--- config.mk ---
export PLATFORM = sky130hd
export DESIGN_NAME = cbc_mapper
export DESIGN_NICKNAME = d
export VERILOG_FILES = /design/src/hdl/cbc_pkg.sv /design/src/hdl/cbc_mapper.sv
export SDC_FILE = /design/constraint.sdc
export NUM_CORES = 1
export LEC_CHECK = 0
export BUFFER_PORTS_ARGS = -buffer_cell sky130_fd_sc_hd__buf_4
export CAP_MARGIN = 20
export CORE_MARGIN = 4
export CORE_UTILIZATION = 50
export DETAILED_ROUTE_END_ITERATION = 8
export GPL_ROUTABILITY_DRIVEN = 0
export PLACE_DENSITY = 0.86
export SYNTH_ARGS = -nofsm -noshare
export SYNTH_HDL_FRONTEND = slang
export SYNTH_SLANG_ARGS = --single-unit
export TNS_END_PERCENT = 50
--- constraint.sdc ---
create_clock -name clk -period 9.2 [get_ports clk]
set_clock_uncertainty 0.15 [all_clocks]
set_input_delay 0.46 -clock clk [delete_from_list [all_inputs] [get_ports clk]]
set_output_delay 0.46 -clock clk [all_outputs]
set_load 0.05 [all_outputs]
--- src/hdl/cbc_pkg.sv ---
// Shared types, codes and helper functions for the cartridge bank controller.
// Used by cbc_mapper, cbc_ram_ctrl and the top level; depends on nothing else.
package cbc_pkg;

    // External RAM window size in bytes; the RAM array is this deep.
    localparam int RAM_WINDOW_BYTES = 8192;
    localparam int RAM_ADDR_W       = $clog2(RAM_WINDOW_BYTES);
    localparam logic [13:0] RAM_WINDOW_LIM = 14'(RAM_WINDOW_BYTES);
    localparam logic [7:0]  RAM_FILL       = 8'hFF;

    // Bus commands.
    localparam logic [1:0] CMD_CTRL  = 2'd0;
    localparam logic [1:0] CMD_READ  = 2'd1;
    localparam logic [1:0] CMD_WRITE = 2'd2;

    // Mapper types.
    localparam logic [2:0] MAP_NONE  = 3'd0;
    localparam logic [2:0] MAP_TYPE1 = 3'd1;
    localparam logic [2:0] MAP_TYPE2 = 3'd2;
    localparam logic [2:0] MAP_TYPE3 = 3'd3;
    localparam logic [2:0] MAP_TYPE5 = 3'd4;

    // Configuration register indexes.
    localparam logic [1:0] REG_MAPPER     = 2'd0;
    localparam logic [1:0] REG_BANK_COUNT = 2'd1;
    localparam logic [1:0] REG_RAM_SIZE   = 2'd2;

    // 8 KiB regions of the bus address, taken from address bits 15:13.
    localparam logic [2:0] REGION_ENABLE = 3'd0;
    localparam logic [2:0] REGION_BANK   = 3'd1;
    localparam logic [2:0] REGION_SEL    = 3'd2;
    localparam logic [2:0] REGION_MODE   = 3'd3;
    localparam logic [2:0] REGION_RAM    = 3'd5;

    localparam logic [3:0] ENABLE_CODE   = 4'hA;
    localparam logic [7:0] TYPE2_EN_MASK = 8'h0A;
    localparam logic [7:0] MASK_TYPE1    = 8'h1F;
    localparam logic [7:0] MASK_TYPE2    = 8'h0F;
    localparam logic [7:0] MASK_TYPE3    = 8'h7F;
    localparam logic [7:0] MASK_TYPE5SEL = 8'h0F;
    localparam logic [7:0] MASK_SEL      = 8'h03;

    typedef struct packed {
        logic handled;
        logic changed;
    } map_status_t;

    typedef struct packed {
        logic clearing;
        logic ok;
        logic dirty;
    } ram_status_t;

    // A bank number of zero selects bank one.
    function automatic logic [7:0] nz_bank(input logic [7:0] v);
        nz_bank = (v == 8'd0) ? 8'd1 : v;
    endfunction

    // Effective bank: low register with the select in bits 5-6, clamped
    // to count-1 when the count is below 256.
    function automatic logic [7:0] clamp_bank(input logic [7:0] low,
                                              input logic [7:0] sel,
                                              input logic [8:0] count);
        logic [7:0] bank;
        logic [8:0] last;
        bank = low | ((sel & MASK_SEL) << 5);
        last = count - 9'd1;
        if (!count[8] && ({1'b0, bank} >= count))
        begin
            bank = last[7:0];
        end
        clamp_bank = bank;
    endfunction

endpackage

--- src/hdl/cbc_mapper.sv ---
// Control register decode and ROM bank state for the supported mapper types.
// Depends on cbc_pkg.
module cbc_mapper
    import cbc_pkg::*;
(
    input  logic        clk,
    input  logic        rst_n,
    input  logic        wr_en,
    input  logic [15:0] address,
    input  logic [7:0]  data,
    input  logic [2:0]  mapper_type,
    input  logic [8:0]  rom_bank_count,
    output map_status_t status,
    output logic [7:0]  rom_bank,
    output logic        ram_enable
);

    logic [7:0] low_reg, low_next;
    logic [7:0] sel_reg, sel_next;
    logic       mode_reg, mode_next;
    logic       en_reg, en_next;
    logic [7:0] bank_reg, bank_next;
    logic [2:0] region;

    assign region = address[15:13];

    always_comb
    begin
        low_next = low_reg;
        sel_next = sel_reg;
        mode_next = mode_reg;
        en_next = en_reg;
        status = '0;
        if (wr_en)
        begin
            unique case (mapper_type)
                MAP_NONE:
                begin
                    status.handled = (region == REGION_RAM);
                end
                MAP_TYPE1:
                begin
                    unique case (region)
                        REGION_ENABLE:
                        begin
                            status.handled = 1'b1;
                            en_next = (data[3:0] == ENABLE_CODE);
                        end
                        REGION_BANK:
                        begin
                            status.handled = 1'b1;
                            status.changed = 1'b1;
                            low_next = nz_bank(data & MASK_TYPE1);
                        end
                        REGION_SEL:
                        begin
                            status.handled = 1'b1;
                            if (!mode_reg)
                            begin
                                sel_next = data & MASK_SEL;
                            end
                            else
                            begin
                                status.changed = 1'b1;
                                low_next = (low_reg & MASK_TYPE1) | ((data & MASK_SEL) << 5);
                            end
                        end
                        REGION_MODE:
                        begin
                            status.handled = 1'b1;
                            mode_next = data[0];
                        end
                        default:
                        begin
                            status.handled = 1'b0;
                        end
                    endcase
                end
                MAP_TYPE2:
                begin
                    if (region == REGION_ENABLE)
                    begin
                        status.handled = 1'b1;
                        // Address bit 12 set also writes the bank register; the enable is written in either case.
                        if (address[12])
                        begin
                            status.changed = 1'b1;
                            low_next = nz_bank(data & MASK_TYPE2);
                        end
                        en_next = ((data & TYPE2_EN_MASK) == TYPE2_EN_MASK);
                    end
                end
                MAP_TYPE3, MAP_TYPE5:
                begin
                    unique case (region)
                        REGION_ENABLE:
                        begin
                            status.handled = 1'b1;
                            en_next = (data[3:0] == ENABLE_CODE);
                        end
                        REGION_BANK:
                        begin
                            status.handled = 1'b1;
                            status.changed = 1'b1;
                            low_next = (mapper_type == MAP_TYPE3) ?
                                       nz_bank(data & MASK_TYPE3) : data;
                        end
                        REGION_SEL:
                        begin
                            status.handled = 1'b1;
                            sel_next = (mapper_type == MAP_TYPE3) ? data : (data & MASK_TYPE5SEL);
                        end
                        REGION_MODE:
                        begin
                            status.handled = 1'b1;
                        end
                        default:
                        begin
                            status.handled = 1'b0;
                        end
                    endcase
                end
                default:
                begin
                    status = '0;
                end
            endcase
        end
        bank_next = status.changed ? clamp_bank(low_next, sel_reg, rom_bank_count) : bank_reg;
    end

    always_ff @(posedge clk or negedge rst_n)
    begin
        if (!rst_n)
        begin
            low_reg  <= 8'd1;
            sel_reg  <= 8'd0;
            mode_reg <= 1'b0;
            en_reg   <= 1'b0;
            bank_reg <= 8'd1;
        end
        else
        begin
            low_reg  <= low_next;
            sel_reg  <= sel_next;
            mode_reg <= mode_next;
            en_reg   <= en_next;
            bank_reg <= bank_next;
        end
    end

    assign rom_bank   = bank_reg;
    assign ram_enable = en_reg;

endmodule

== Word-level counts from Yosys, hierarchy flattened ==
Cells that the tools add are included.

* Register bits after elaboration: 20
* Logic and storage cells: 67
* Input port bits: 39
* Output and inout port bits: 11

* Add/subtract/negate cells: 1
* Bitwise operators: 2
* Reductions and logical operators: 15
* $lt $le $gt $ge: 1
* Mux-type cells: 28
* Equal/unequal tests: 15

{| class="wikitable"
|+ Operators with widths
! cell !! number
|-
| two-way mux 8 bit || 7
|-
| zero test 8 bit || 3
|-
| one-hot mux 8 bit (3 select lines) || 1
|-
| one-hot mux 8 bit (2 select lines) || 1
|-
| == test 3 x 2 -> 1 bit (second input constant) || 4
|-
| two-way mux 2 bit || 5
|-
| >= comparator 8 x 9 -> 1 bit || 1
|-
| bitwise OR 8 x 7 -> 8 bit || 1
|-
| subtractor 8 x 1 -> 8 bit (second input constant) || 1
|-
| two-way mux 7 bit || 1
|-
| bitwise OR 5 x 7 -> 7 bit || 1
|-
| == test 3 x 1 -> 1 bit (second input constant) || 2
|-
| == test 3 bit (second input constant) || 2
|-
| zero test 3 bit || 2
|-
| two-way mux 1 bit || 6
|-
| inequality test 2 x 1 -> 1 bit (second input constant) || 3
|-
| one-hot mux 1 bit (3 select lines) || 2
|-
| two-way mux 5 bit || 1
|-
| AND reduction 5 bit || 1
|-
| == test 4 bit (second input constant) || 1
|-
| two-way mux 4 bit || 1
|-
| inequality test 2 bit (second input constant) || 2
|-
| one-hot mux 1 bit (2 select lines) || 2
|-
| one-hot mux 2 bit (2 select lines) || 1
|-
| other kinds (9) || 10
|}

== Longest topological paths before layout ==
Gate-level depths: netlist of run 1.

* Depth in word-level cells: 10
* Mapped depth: 16
* Mapped depth without buffers: 12

== Worst setup path before layout of run 1 ==
No wires, ideal clock.

* Kind: input to register
* Start: input port mapper_type[0]
* End: register bank_reg[5], in the netlist rom_bank[5]
* Library setup time: 125 ps
* Arrival time: 3,251 ps
* Stages: 13
* Buffers on the path: 2
* Slack: 5,674 ps
* Required time: 8,925 ps
* Cell sequence: clkbuf_4 > nor3b_4 > o221ai_2 > and2_0 > a211o_2 > or2_1 > ha_1 > a211oi_1 > nand2_1 > o31ai_1 > buf_2 > nor3b_1 > o31ai_1

* Cells in the longest elaborated chain, start to end: 9
* Elaborated cells on any way between the ends: 15

{| class="wikitable"
|+ Ends and longest elaborated chain
! element !! line !! RTL
|-
| start: declaration || cbc_mapper.sv:11 || <nowiki>input logic [2:0] mapper_type,</nowiki>
|-
| == test 3 x 2 -> 1 bit || cbc_mapper.sv:36, cbc_mapper.sv:105 ||
|-
| two-way mux 8 bit || cbc_mapper.sv:105 || <nowiki>low_next = (mapper_type == MAP_TYPE3) ?</nowiki>
|-
| two-way mux 8 bit || cbc_mapper.sv:95 || <nowiki>unique case (region)</nowiki>
|-
| one-hot mux 8 bit (3 select lines) * || cbc_mapper.sv:36 || <nowiki>unique case (mapper_type)</nowiki>
|-
| two-way mux 8 bit * || cbc_mapper.sv:34 || <nowiki>if (wr_en)</nowiki>
|-
| named net low_next[6] || cbc_mapper.sv:18 || <nowiki>logic [7:0] low_reg, low_next;</nowiki>
|-
| bitwise OR 8 x 7 -> 8 bit * || cbc_pkg.sv:66 || <nowiki>bank = low | ((sel & MASK_SEL) << 5);</nowiki>
|-
| >= comparator 8 x 9 -> 1 bit * || cbc_pkg.sv:68 || <nowiki>if (!count[8] && ({1'b0, bank} >= count))</nowiki>
|-
| logical AND 1 bit * || cbc_pkg.sv:68 ||
|-
| two-way mux 8 bit * || cbc_pkg.sv:68 ||
|-
| end signal: assignment || cbc_mapper.sv:148 || <nowiki>bank_reg <= bank_next;</nowiki>
|-
| end: declaration || cbc_mapper.sv:22 || <nowiki>logic [7:0] bank_reg, bank_next;</nowiki>
|}

Mark *: on every way through the listed nets, which the timed path passes. The rest lies on a longest branch.
A chain may end at the register's enable or synchronous reset.

== Worst setup path after layout of run 1 ==
* Start: input port mapper_type[0]
* End: register bank_reg[7], in the netlist rom_bank[7]

Same word-level chain as after synthesis.

==> metrics.yaml, run 1 <==
core_sq_um: 3100
drtIter0Drc: 81
numCtsBuffers: 3
drt-met1-wl_microns: 1580
yosys-mux-area-fraction_pct: 7.32
irDropWorstVdd_v: 0.000141
cts-root-buf: "clkbuf_4"
viasPerCell: 5.36
place_hpwl_microns: 2680
antenna_found_initial: 0
finalHoldViolations: 0
switching_power_w: 0.000126
cts.sinks: 20
p_sw_share_pct: 40.0
highest_layer: "met4"
setup_violations: 0
synth_seq_cells: 20
grt_pass1_wl_microns: 5730
n_fill_cell: 290
first_global_vias: 1300
synth.distinct_cells: 57
crit_arrival_ns: 3.85
maxSlewHeadroom_pct: 67.9
setup_ws_ns: 5.43
nNetsFinal: 262
final_core_util_pct: 62.5
syn_area_sq_um: 1640
power_density_nw_per_um2: 162
ys_warn_count: 0
grt_max_degree: 21
synthAdderAreaFrac_pct: 6.86
drive_gt1_share_pct: 32.4
dieArea_sq_um: 4260
critical_path.max_fanout: 9
synth_top_area_share_pct: 27.5
async_flop_share_pct: 100
max_freq_ghz: 0.266
syn_inst: 178
cts_buffer_depth: 2
dp_slack_ns: 5.13
max-cap-violations: 0
gr-usage-all-layers_pct: 16.6
drc: 0
fin_hold_ws_ns: 0.297
final_cell_count_no_fill: 257
dr_wl_met3_microns: 136
ant_nets: 0
die-width_microns: 65.3
synth_top_family_by_area: "simple AND/OR/NAND/NOR gates"
std_cell_rows: 20
diodes: 0
initial_utilization_pct: 52.9
cts_max_level: 1
power_frac_seq_pct: 37.6
synth_area_leaders: "dfrtp_1, ha_1, mux2_2"
p_int_w: 0.000189
fin_crit_ns: 3.77
clk_pin_slew_worst_paths_ns: 0.12
met2WireLength_microns: 1590
fin_crit_sh_pct: 40.9
overflow: 0
io_pins: 50
syn_avg_cell_area_sq_um: 9.22
synth_seq_area_share_pct: 30.7
die_y_microns: 65.3
synth-edff-count: 0
synth_ff_type: "dfrtp_1"
yosysTopAreaCell: "dfrtp_1"
tritoncts: "yes"
area_delta_synth_final_pct: 18.3
hp-class: "input pin to flip-flop"
cts_resized: 0
worstPathRequired_ns: 9.28
rsz0062_at_grt: "false"
status: "completed"
syn_nets: 226
drv_slew: 0
portBuffers: 37
synthSimpleGateAreaFrac_pct: 27.3
startpoint_type: "input pin"
setup.worst_path.end_class: "flip-flop"
clkLatencyLatePin_ns: 0.30
p_comb_share_pct: 46.1
worst_pin_slew_ns: 0.477
placed_cells: 252
synthXorXnorAreaFrac_pct: 3.20
wire_per_inst_microns: 13.0
synth_compound_area_share_pct: 15.9
p_clk_share_pct: 16.3
drtPass1Iterations: 4
vias: 1377
crit_type: "input pin to flip-flop"
power.leakage_nw: 0.930
setup_tns_ns: 0
drt_wl_total_microns: 3340
==> per-layer routing <==
metal | vias up | global-route usage, %
met4 | 0 | 4.40
li1 | 710 | -
met2 | 32 | 27.6
met1 | 633 | 22.2
met5 | - | 0
met3 | 2 | 3.08
==> worst max-delay path: stages <==
cell and delay, ns:
buf_4 0.14, nor3b_4 0.39, o221ai_2 0.19, and2_0 0.19, a211o_2 0.30, or2_1 0.22, ha_1 0.29, a211oi_1 0.37
nand2_1 0.09, o31ai_1 0.47, buf_4 0.27, mux2_2 0.34, o21ai_0 0.13
==> cells in the mapped netlist (3+ instances only) <==
library cell,count
nor2_1,13
o31ai_1,5
nand2_1,19
nor3_1,7
a21oi_1,6
nand4_1,4
mux2i_1,3
mux2_2,8
clkbuf_8,4
dfrtp_1,18
xnor2_1,5
inv_1,13
o21ai_0,8
ha_1,9
==> timing repair <==
action                    CTS  global route
buffers inserted            0             0
hold endpoints to repair   18             0
hold buffers                1             0
==> power groups by stage <==
stage,clock network (W),logic [W],registers (W)
2_1_floorplan,0,0.0000650,0.000158
3_3_place_gp,0,0.000143,0.000119
3_5_place_dp,0,0.000145,0.000120
4_1_cts,0.0000524,0.000146,0.000118
5_1_grt,0.0000552,0.000158,0.000121
6_report,0.0000511,0.000145,0.000118
==> cell families (layout without fill, tap and decap cells) <==
family	Yosys count	count (layout)
compound gates	37	37
xor+xnor	6	6
fa+ha+maj	9	9
buf+inv	22	57
flops	20	20
mux	11	11
simple gates	73	73
==> area by class of cell <==
type                       instances  area (sq um)  area share [%]
multi-input combinational        136           995            51.3
clock buffer                       4          36.3            1.87
timing repair buffer              40           303            15.6
inverter                          13          48.8            2.51
tap                               44          55.1            2.84
sequential                        20           503            25.9
==> cells in the final DEF (no fill, tap or decap), drive strengths merged, types with 3 or more instances in the layout <==
| master | synthesis | final |
|---|---|---|
| nand4 | 4 | 4 |
| nor2 | 13 | 13 |
| dfrtp | 18 | 18 |
| or2 | 3 | 3 |
| and2 | 3 | 3 |
| xnor2 | 5 | 5 |
| mux2 | 8 | 8 |
| a211oi | 3 | 3 |
| nor3b | 6 | 6 |
| clkbuf | 5 | 4 |
| inv | 13 | 13 |
| nand2 | 19 | 19 |
| ha | 9 | 9 |
| o21ai | 11 | 11 |
| a21oi | 6 | 6 |
| o31ai | 5 | 5 |
| nor3 | 7 | 7 |
| buf | 4 | 39 |
| mux2i | 3 | 3 |
==> worst paths after layout <==
path | startpoint | endpoint | slack [ns] | cells after the start
min in group asynchronous | rst_n | rom_bank[4] | 0.42 | 2
min reg2reg | rom_bank[0] | rom_bank[0] | 0.33 | 2
max | mapper_type[0] | rom_bank[7] | 5.43 | 13
max in group asynchronous | rst_n | low_reg[0] | 8.21 | 2
min | data[0] | mode_reg | 0.30 | 2
max reg2reg | mode_reg | rom_bank[7] | 5.67 | 14
==> through the flow <==
stage | area [sq um] | total power (W)
after detailed placement | 1890 | 0.000266
final | 1940 | 0.000314
after CTS | 1940 | 0.000317
after floorplan | 1640 | 0.000223
after global placement | 1890 | 0.000262
after global routing | 1940 | 0.000334
(Power assumes the default switching activity.)
==> run 2, diff against run 1 <==
--- a/config.mk
+++ b/config.mk
@@ -8,10 +8,10 @@
 export BUFFER_PORTS_ARGS = -buffer_cell sky130_fd_sc_hd__buf_4
 export CAP_MARGIN = 20
 export CORE_MARGIN = 4
-export CORE_UTILIZATION = 50
+export CORE_UTILIZATION = 46
 export DETAILED_ROUTE_END_ITERATION = 8
 export GPL_ROUTABILITY_DRIVEN = 0
-export PLACE_DENSITY = 0.86
+export PLACE_DENSITY = 0.84
 export SYNTH_ARGS = -nofsm -noshare
 export SYNTH_HDL_FRONTEND = slang
 export SYNTH_SLANG_ARGS = --single-unit
==> constraint.sdc (replaced) <==
create_clock -name clk -period 3 [get_ports clk]
set_clock_uncertainty 0.15 [all_clocks]
set_input_delay 0.15 -clock clk [delete_from_list [all_inputs] [get_ports clk]]
set_output_delay 0.15 -clock clk [all_outputs]
set_load 0.05 [all_outputs]
==> run 2 against run 1 <==
Against the previous run:
- the run now ends with setup timing left
- setup slack worse by 5.5 ns
- die area increased by 7.6%
- clock-buffer cell count unchanged
- critical endpoint is now rom_bank[6]
==> metrics.yaml, run 2 (synthesis results as in run 1) <==
core_sq_um: 3390
crit_type: "flip-flop to flip-flop"
io_pins: 50
crit_arrival_ns: 3.10
hold_end: "low_reg[4]"
p_int_w: 0.000645
cp_cell_sequence: "nor2b_4 > a21oi_2 > nor2_1 > o21bai_1 > a21o_1 > or2_1 > ha_2 > a211oi_4 > nand2_2 > o31ai_4 > buf_6 > nor3b_2 > o31ai_1"
drive_gt1_share_pct: 44.9
crit_family: "compound AO/OA/AOI/OAI gates"
final_cell_mix: "buf_4, nand2_1, dfrtp_1, inv_1, nor2_1"
area_delta_synth_final_pct: 39.7
overflow: 0
startpoint_type: "flip-flop"
final_common_cell: "buf_4"
antenna_found_initial: 0
multi_input_area_sq_um: 1070
reg2reg_depth: 13
n_fill_cell: 250
p_sw_share_pct: 40.3
seqCellArea_sq_um: 503
dieArea_sq_um: 4590
violations: "setup timing"
setup_violations: 4
power.leakage_nw: 1.11
cts.sinks: 20
dp_slack_ns: -0.177
vias: 1572
tritoncts: "yes"
cts-root-buf: "clkbuf_4"
setup_ws_ns: -0.0504
clkLatencyLatePin_ns: 0.31
fin_hold_ws_ns: 0.00799
maxSlewHeadroom_pct: 74.5
fin_crit_sh_pct: 102
rsz0062_at_grt: "true"
placed_area_sq_um: 2140
irDropWorstVdd_v: 0.000421
power_density_nw_per_um2: 472
clk_pin_slew_worst_paths_ns: 0.12
p_clk_share_pct: 15.4
status: "finished with violations"
final_area_sq_um: 2290
max_freq_ghz: 0.328
r2r-start: "mode_reg"
critical_path.max_fanout: 4
cts_buffer_depth: 2
drc: 0
p_comb_share_pct: 50.6
switching_power_w: 0.000436
holdPathStages: 3
first_global_vias: 1548
nNetsFinal: 296
place_hpwl_microns: 3210
grt_pass1_wl_microns: 6660
r2r_setup_slack_ns: -0.05
std_cell_rows: 21
gr-usage-all-layers_pct: 19.1
die-width_microns: 67.7
max-cap-violations: 0
viasPerCell: 5.37
drt_wl_total_microns: 4360
worst_pin_slew_ns: 0.382
diodes: 0
drv_slew: 0
drtPass1Iterations: 4
r2r_end: "rom_bank[6]"
crit_slowest_cell: "o31ai_4"
slowest_delay_ns: 0.42
hp-class: "input pin to flip-flop"
die_y_microns: 67.7
ant_nets: 0
wire_per_inst_microns: 14.9
worstPathRequired_ns: 3.05
hp-start: "data[4]"
initial_utilization_pct: 48.4
power_frac_seq_pct: 34.0
numCtsBuffers: 3
finalHoldViolations: 0
cts_max_level: 1
worstPathBufferInverterCount: 1
setup.worst_path.end_class: "flip-flop"
grt_max_degree: 21
fin_crit_ns: 3.05
portBuffers: 37
drtIter0Drc: 68
total_power_w: 0.00108
[run 2: cell types whose count changed in the layout (fill, tap and decap cells not counted), sizes merged]
cell,before,now
dlygate4sd3,1,4
buf,39,70
[run 2: worst max-delay path by stage]
stage | startpoint | depth (start not counted) | endpoint | slack (ns)
6_report | mode_reg | 13 | rom_bank[6] | -0.05
5_1_grt | mode_reg | 13 | rom_bank[6] | -0.18
4_1_cts | mode_reg | 13 | rom_bank[4] | 0.01
3_5_place_dp | address[15] | 13 | rom_bank[5] | -0.18
3_3_place_gp | address[15] | 13 | rom_bank[5] | -0.08
2_1_floorplan | mapper_type[1] | 13 | rom_bank[4] | -0.01
[run 2: timing repair]
item	CTS	global route
hold endpoints to repair	24	0
resized for setup	0	19
endpoints found under the setup margin	0	8
buffers inserted	0	1
hold buffers	4	0
[run 2: cell type report]
cell class / count / area share [%]
clock buffer: 4 / 1.58
inverter: 13 / 2.13
multi-input combinational: 136 / 46.8
sequential: 20 / 21.9
tap: 46 / 2.51
timing repair buffer: 74 / 25.0
[run 2: power groups by stage]
| stage | logic, W | registers, W | clock network, W |
|---|---|---|---|
| floorplan | 0.000211 | 0.000485 | 0 |
| global placement | 0.000492 | 0.000368 | 0 |
| detailed placement | 0.000504 | 0.000371 | 0 |
| CTS | 0.000510 | 0.000365 | 0.000167 |
| global route | 0.000588 | 0.000374 | 0.000178 |
| finish | 0.000547 | 0.000368 | 0.000166 |
[run 2: tightest hold or removal path, cell delays in order]
cell     delay (ns)
buf_4          0.11
nand4_1        0.09
nand2_1        0.08
[run 2: metrics by stage]
step	util (%)	TNS (ns)	cells
2_1_floorplan	-	-0.0133	178
3_3_place_gp	63.2	-0.450	284
3_5_place_dp	63.2	-1.11	284
4_1_cts	65.4	0	292
5_1_grt	67.6	-1.07	293
6_report	67.6	-0.104	293
[run 2: routing by layer]
| layer | vias up | share of wire [%] | track usage [%] |
|---|---|---|---|
| li1 | 769 | - | - |
| met1 | 754 | 41 | 22.1 |
| met2 | 44 | 54 | 34.9 |
| met3 | 5 | 3.7 | 1.83 |
| met4 | 0 | 1.3 | 8.61 |
| met5 | - | 0 | 0 |
